<file path="config.mk">
export PLATFORM = sky130hd
export DESIGN_NAME = tkar_update
export DESIGN_NICKNAME = d
export VERILOG_FILES = /design/src/rtl/tcp_keepalive_ack_rewriter_assert.svh /design/src/rtl/tkar_pkg.sv /design/src/rtl/tkar_update.sv
export SDC_FILE = /design/constraint.sdc
export NUM_CORES = 1
export LEC_CHECK = 0
export BUFFER_PORTS_ARGS = -buffer_cell sky130_fd_sc_hd__buf_2
export CAP_MARGIN = 20
export CELL_PAD_IN_SITES_DETAIL_PLACEMENT = 1
export CELL_PAD_IN_SITES_GLOBAL_PLACEMENT = 1
export CORE_AREA = 2 2 145 147
export DETAILED_ROUTE_END_ITERATION = 10
export DIE_AREA = 0 0 147 149
export PLACE_DENSITY_LB_ADDON = 0.1
export REMOVE_ABC_BUFFERS = 1
export SETUP_SLACK_MARGIN = 0.2
export SLEW_MARGIN = 20
export SYNTH_ARGS = -nofsm -noshare
export SYNTH_HDL_FRONTEND = slang
export SYNTH_SLANG_ARGS = --single-unit
</file>
<file path="constraint.sdc">
create_clock -name vclk -period 6.7
set_input_delay 0.335 -clock vclk [all_inputs]
set_output_delay 0.335 -clock vclk [all_outputs]
set_load 0.1 [all_outputs]
</file>
<file path="src/rtl/tcp_keepalive_ack_rewriter_assert.svh">
// Assertion macros for the TCP keepalive ACK rewriter.
`ifndef TCP_KEEPALIVE_ACK_REWRITER_ASSERT_SVH
`define TCP_KEEPALIVE_ACK_REWRITER_ASSERT_SVH

// Same-cycle implication, sampled on clk, off during reset.
`define TKAR_ASSERT_SAME(lbl, ante, cons, msg) \
    lbl: assert property (@(posedge clk) disable iff (!rst_n) (ante) |-> (cons)) \
        else $error(msg);

// Next-cycle implication, sampled on clk, off during reset.
`define TKAR_ASSERT_NEXT(lbl, ante, cons, msg) \
    lbl: assert property (@(posedge clk) disable iff (!rst_n) (ante) |=> (cons)) \
        else $error(msg);

`endif

</file>
<file path="src/rtl/tkar_pkg.sv">
// Shared constants and types for the TCP keepalive ACK rewriter.
package tkar_pkg;

    localparam int unsigned FLOW_COUNT = 1024;
    localparam int unsigned FLOW_IDX_W = $clog2(FLOW_COUNT);
    localparam logic [31:0] FLOW_LIMIT = 32'(FLOW_COUNT);
    localparam logic [31:0] HALF_SPACE = 32'h8000_0000;

    localparam logic MODE_PACKET     = 1'b0;
    localparam logic MODE_HOST_WRITE = 1'b1;

    typedef struct packed {
        logic [31:0] last_seq;
        logic [31:0] previous_ack;
        logic [31:0] host_ack;
    } flow_entry_t;

    localparam int unsigned ENTRY_W = $bits(flow_entry_t);

    typedef struct packed {
        logic        mode;
        logic [31:0] flow_mark;
        logic [31:0] seq_number;
        logic [15:0] payload_length;
        logic        ack_flag;
        logic [31:0] host_ack_value;
    } item_t;

    typedef struct packed {
        logic        drop;
        logic        ack_rewrite;
        logic [31:0] new_ack;
        logic        seq_rewrite;
        logic [31:0] new_seq;
    } result_t;

endpackage

</file>
<file path="src/rtl/tkar_update.sv">
// Per-transaction decision and table-entry update logic.
module tkar_update import tkar_pkg::*; (
    input  item_t       item,
    input  flow_entry_t entry,
    output result_t     result,
    output flow_entry_t new_entry,
    output logic        wr_en
);

    logic [31:0] flow_idx;
    logic        in_range;
    logic [31:0] seq_end;
    logic [31:0] seq_diff;
    logic        keepalive;
    logic        empty;

    assign flow_idx  = ~item.flow_mark;
    assign in_range  = flow_idx < FLOW_LIMIT;
    assign empty     = item.payload_length == 16'd0;
    assign seq_end   = item.seq_number + {16'd0, item.payload_length};
    assign seq_diff  = seq_end - entry.last_seq;
    assign keepalive = empty && (item.seq_number == (entry.last_seq - 32'd1));

    always_comb
    begin
        result    = '0;
        new_entry = entry;
        wr_en     = 1'b0;
        if (in_range)
        begin
            if (item.mode == MODE_HOST_WRITE)
            begin
                new_entry.host_ack = item.host_ack_value;
                wr_en              = 1'b1;
            end
            else if (item.ack_flag && (entry.host_ack == entry.previous_ack) && empty)
            begin
                // duplicate ack, no data
                result.drop = 1'b1;
            end
            else
            begin
                wr_en = 1'b1;
                if (item.ack_flag)
                begin
                    new_entry.previous_ack = entry.host_ack;
                    result.ack_rewrite     = 1'b1;
                    result.new_ack         = entry.host_ack;
                    if (keepalive)
                    begin
                        result.seq_rewrite = 1'b1;
                        result.new_seq     = entry.last_seq;
                    end
                end
                if ((seq_diff & HALF_SPACE) == 32'd0)
                begin
                    new_entry.last_seq = seq_end;
                end
            end
        end
    end

endmodule

</file>
==> impl_metrics.json <==
{
  "cts_setup_buffers": 0,
  "dp_hpwl_mm": 22.97,
  "ant_nets": 0,
  "first_pass_iters": 4,
  "whs_endpoint": "result[31]",
  "arrival_ns": 5.83,
  "io_pins": 374,
  "die_h_um": 149,
  "hold_class": "input port to output port",
  "power.share.clock_pct": 0,
  "die_area_mm2": 0.02190,
  "vias": 6615,
  "setup_viol": 0,
  "fmax_ghz": 0.1622,
  "final_common_cell": "buf_2",
  "die_w_um": 147,
  "peakVddDrop_v": 0.00005513,
  "drc": 0,
  "ctsResizeCount": 0,
  "crit_fanout": 31,
  "start_util_pct": 26.10,
  "final_nets": 1286,
  "synth_area_mm2": 0.005366,
  "switchingPower_uw": 469.9,
  "min_from": "entry[95]",
  "cts_hold_buf": 0,
  "grt_overflow": 0,
  "first_iter_violations": 166,
  "drive_above_1_share_pct": 44.54,
  "fin_setup_tns_ns": 0,
  "required_ns": 6.36,
  "port-buffer-count": 364,
  "area_delta_synth_final_pct": 38.10,
  "multi_input_comb_area_mm2": 0.005069,
  "grt_max_degree": 51,
  "place_congestion": 0.8406,
  "seq_area_um2": 0,
  "seqPwrFrac_pct": 0,
  "rsz0062_at_grt": "false",
  "avgSynthCellArea_um2": 7.766,
  "core_area_mm2": 0.02056,
  "antenna_found_initial": 9,
  "routed_wl_mm": 26.16,
  "finalHoldViolCount": 0,
  "p_sw_share_pct": 70.73,
  "grt_pass1_vias": 6830,
  "fillerInstances": 2652,
  "synthCells": 691,
  "worstMarginPinSlew_ns": 0.9355,
  "yosys_warnings": 0,
  "fin_crit_ns": 6.166,
  "yosysUniqueCellTypes": 69,
  "p_per_area_mw_per_mm2": 89.64,
  "critical_path_class": "input port to output port",
  "status": "finished, final reports clean",
  "cp-end-kind": "output port",
  "clkbuf_count": 0,
  "dp_cells": 1301,
  "hold_ws_ns": 1.161,
  "vias_per_cell": 5.061,
  "wl_per_cell_um": 20.01,
  "combinationalPowerShare_pct": 100.0,
  "p_leak_nw": 3.474,
  "internal-power_uw": 194.4,
  "drv_slew": 0,
  "start_kind": "input port",
  "whs_path_depth": 4,
  "grt_pass1_wl_mm": 39.16,
  "max-slew-margin-rel_pct": 37.54,
  "period_share_pct": 92.03,
  "mostFrequentLayoutCells": "buf_2, xnor2_1, mux2_1",
  "seq_cells": 0,
  "drv_cap": 0,
  "grt_use_total_pct": 22.49,
  "final_cells": 1307,
  "rows": 53,
  "yosysSeqAreaShare_pct": 0
}
## worst max-delay path, cell delays in order
cell and delay, ns:
buf_2 0.11, ha_1 0.23, fa_1 0.42, a21oi_1 0.18
o21ai_0 0.14, a41o_1 0.35, o21ai_0 0.38, a211o_1 0.37
nor3_1 0.10, xnor2_1 0.25, ha_1 0.31, a21oi_1 0.15
o21ai_1 0.09, o311ai_0 0.42, o211ai_1 0.17, a41oi_1 0.38
xnor2_1 0.20, mux2_4 0.52, mux2_1 0.29, buf_2 0.42
## synth_stat cells (3+ instances only)
library cell,n,share of area [%]
a211oi_1,8,1.1
a21o_1,10,1.4
a21oi_1,23,2.1
a221oi_1,3,0.49
a31oi_1,4,0.47
a41oi_1,4,0.65
and2_1,37,4.3
and3_1,8,0.93
and4_1,3,0.49
buf_1,4,0.28
buf_2,6,0.56
buf_6,6,1.3
clkbuf_1,15,1.0
ha_1,47,11
inv_1,38,2.7
mux2_1,48,10
mux2_2,47,9.9
nand2_1,40,2.8
nand2b_1,8,0.93
nand3_1,20,1.9
nand4_1,22,2.6
nor2_1,34,2.4
nor3_1,17,1.6
nor3b_1,4,0.56
nor4_1,16,1.9
nor4_2,28,6.5
nor4b_1,3,0.49
o2111ai_1,3,0.49
o211ai_1,9,1.3
o21a_1,5,0.70
o21ai_0,17,1.6
o21ai_1,6,0.56
o31ai_1,4,0.56
or3_1,3,0.35
or4_1,4,0.56
xnor2_1,71,12
xor2_1,28,4.6
## per-stage QoR
step	power, mW	cell area, µm²	utilization [%]	setup slack [ns]
floorplan	0.4612	5197	-	0.4848
global placement	0.6625	7396	35.98	0.6787
detailed placement	0.6662	7396	35.98	0.6437
CTS	0.6694	7396	35.98	0.6309
global route	0.7140	7403	36.01	0.2505
finish	0.6643	7411	36.05	0.5342
## cell type report
cell class	count	area share, %
multi-input cells	621	68.39
repair buffers	366	24.78
well taps	275	4.643
inverters	39	1.975
diodes	6	0.2026
## logic make-up after synthesis
| logic type | share of synthesized area [%] |
|---|---|
| buf+inv | 5.875 |
| xor+xnor | 16.16 |
| compound gates | 15.13 |
| mux | 20.59 |
| fa+ha+maj | 11.33 |
| simple gates | 30.92 |
## worst max path at each step
| stage | start | endpoint | slack, ns |
|---|---|---|---|
| floorplan | entry[65] | result[0] | 0.48 |
| global placement | item[33] | new_entry[70] | 0.68 |
| detailed placement | item[33] | new_entry[70] | 0.64 |
| CTS | item[33] | new_entry[70] | 0.63 |
| global route | item[34] | new_entry[81] | 0.25 |
| finish | item[33] | new_entry[81] | 0.53 |
## routing by layer
layer  GRT usage [%]  part of all wire, %
met5               0                 0.17
met3           4.648                  6.2
met4           2.596                  1.3
met1           25.42                   39
met2           44.51                   53
## power by group through the flow
stage / sequential, mW / clock (mW) / combinational, mW
final: 0 / 0.000000120 / 0.664
after floorplan: 0 / 0 / 0.461
after global routing: 0 / 0.0000000599 / 0.714
after CTS: 0 / 0 / 0.669
after detailed placement: 0 / 0 / 0.666
after global placement: 0 / 0 / 0.662
Note: power is estimated with default switching activity, not from simulation.
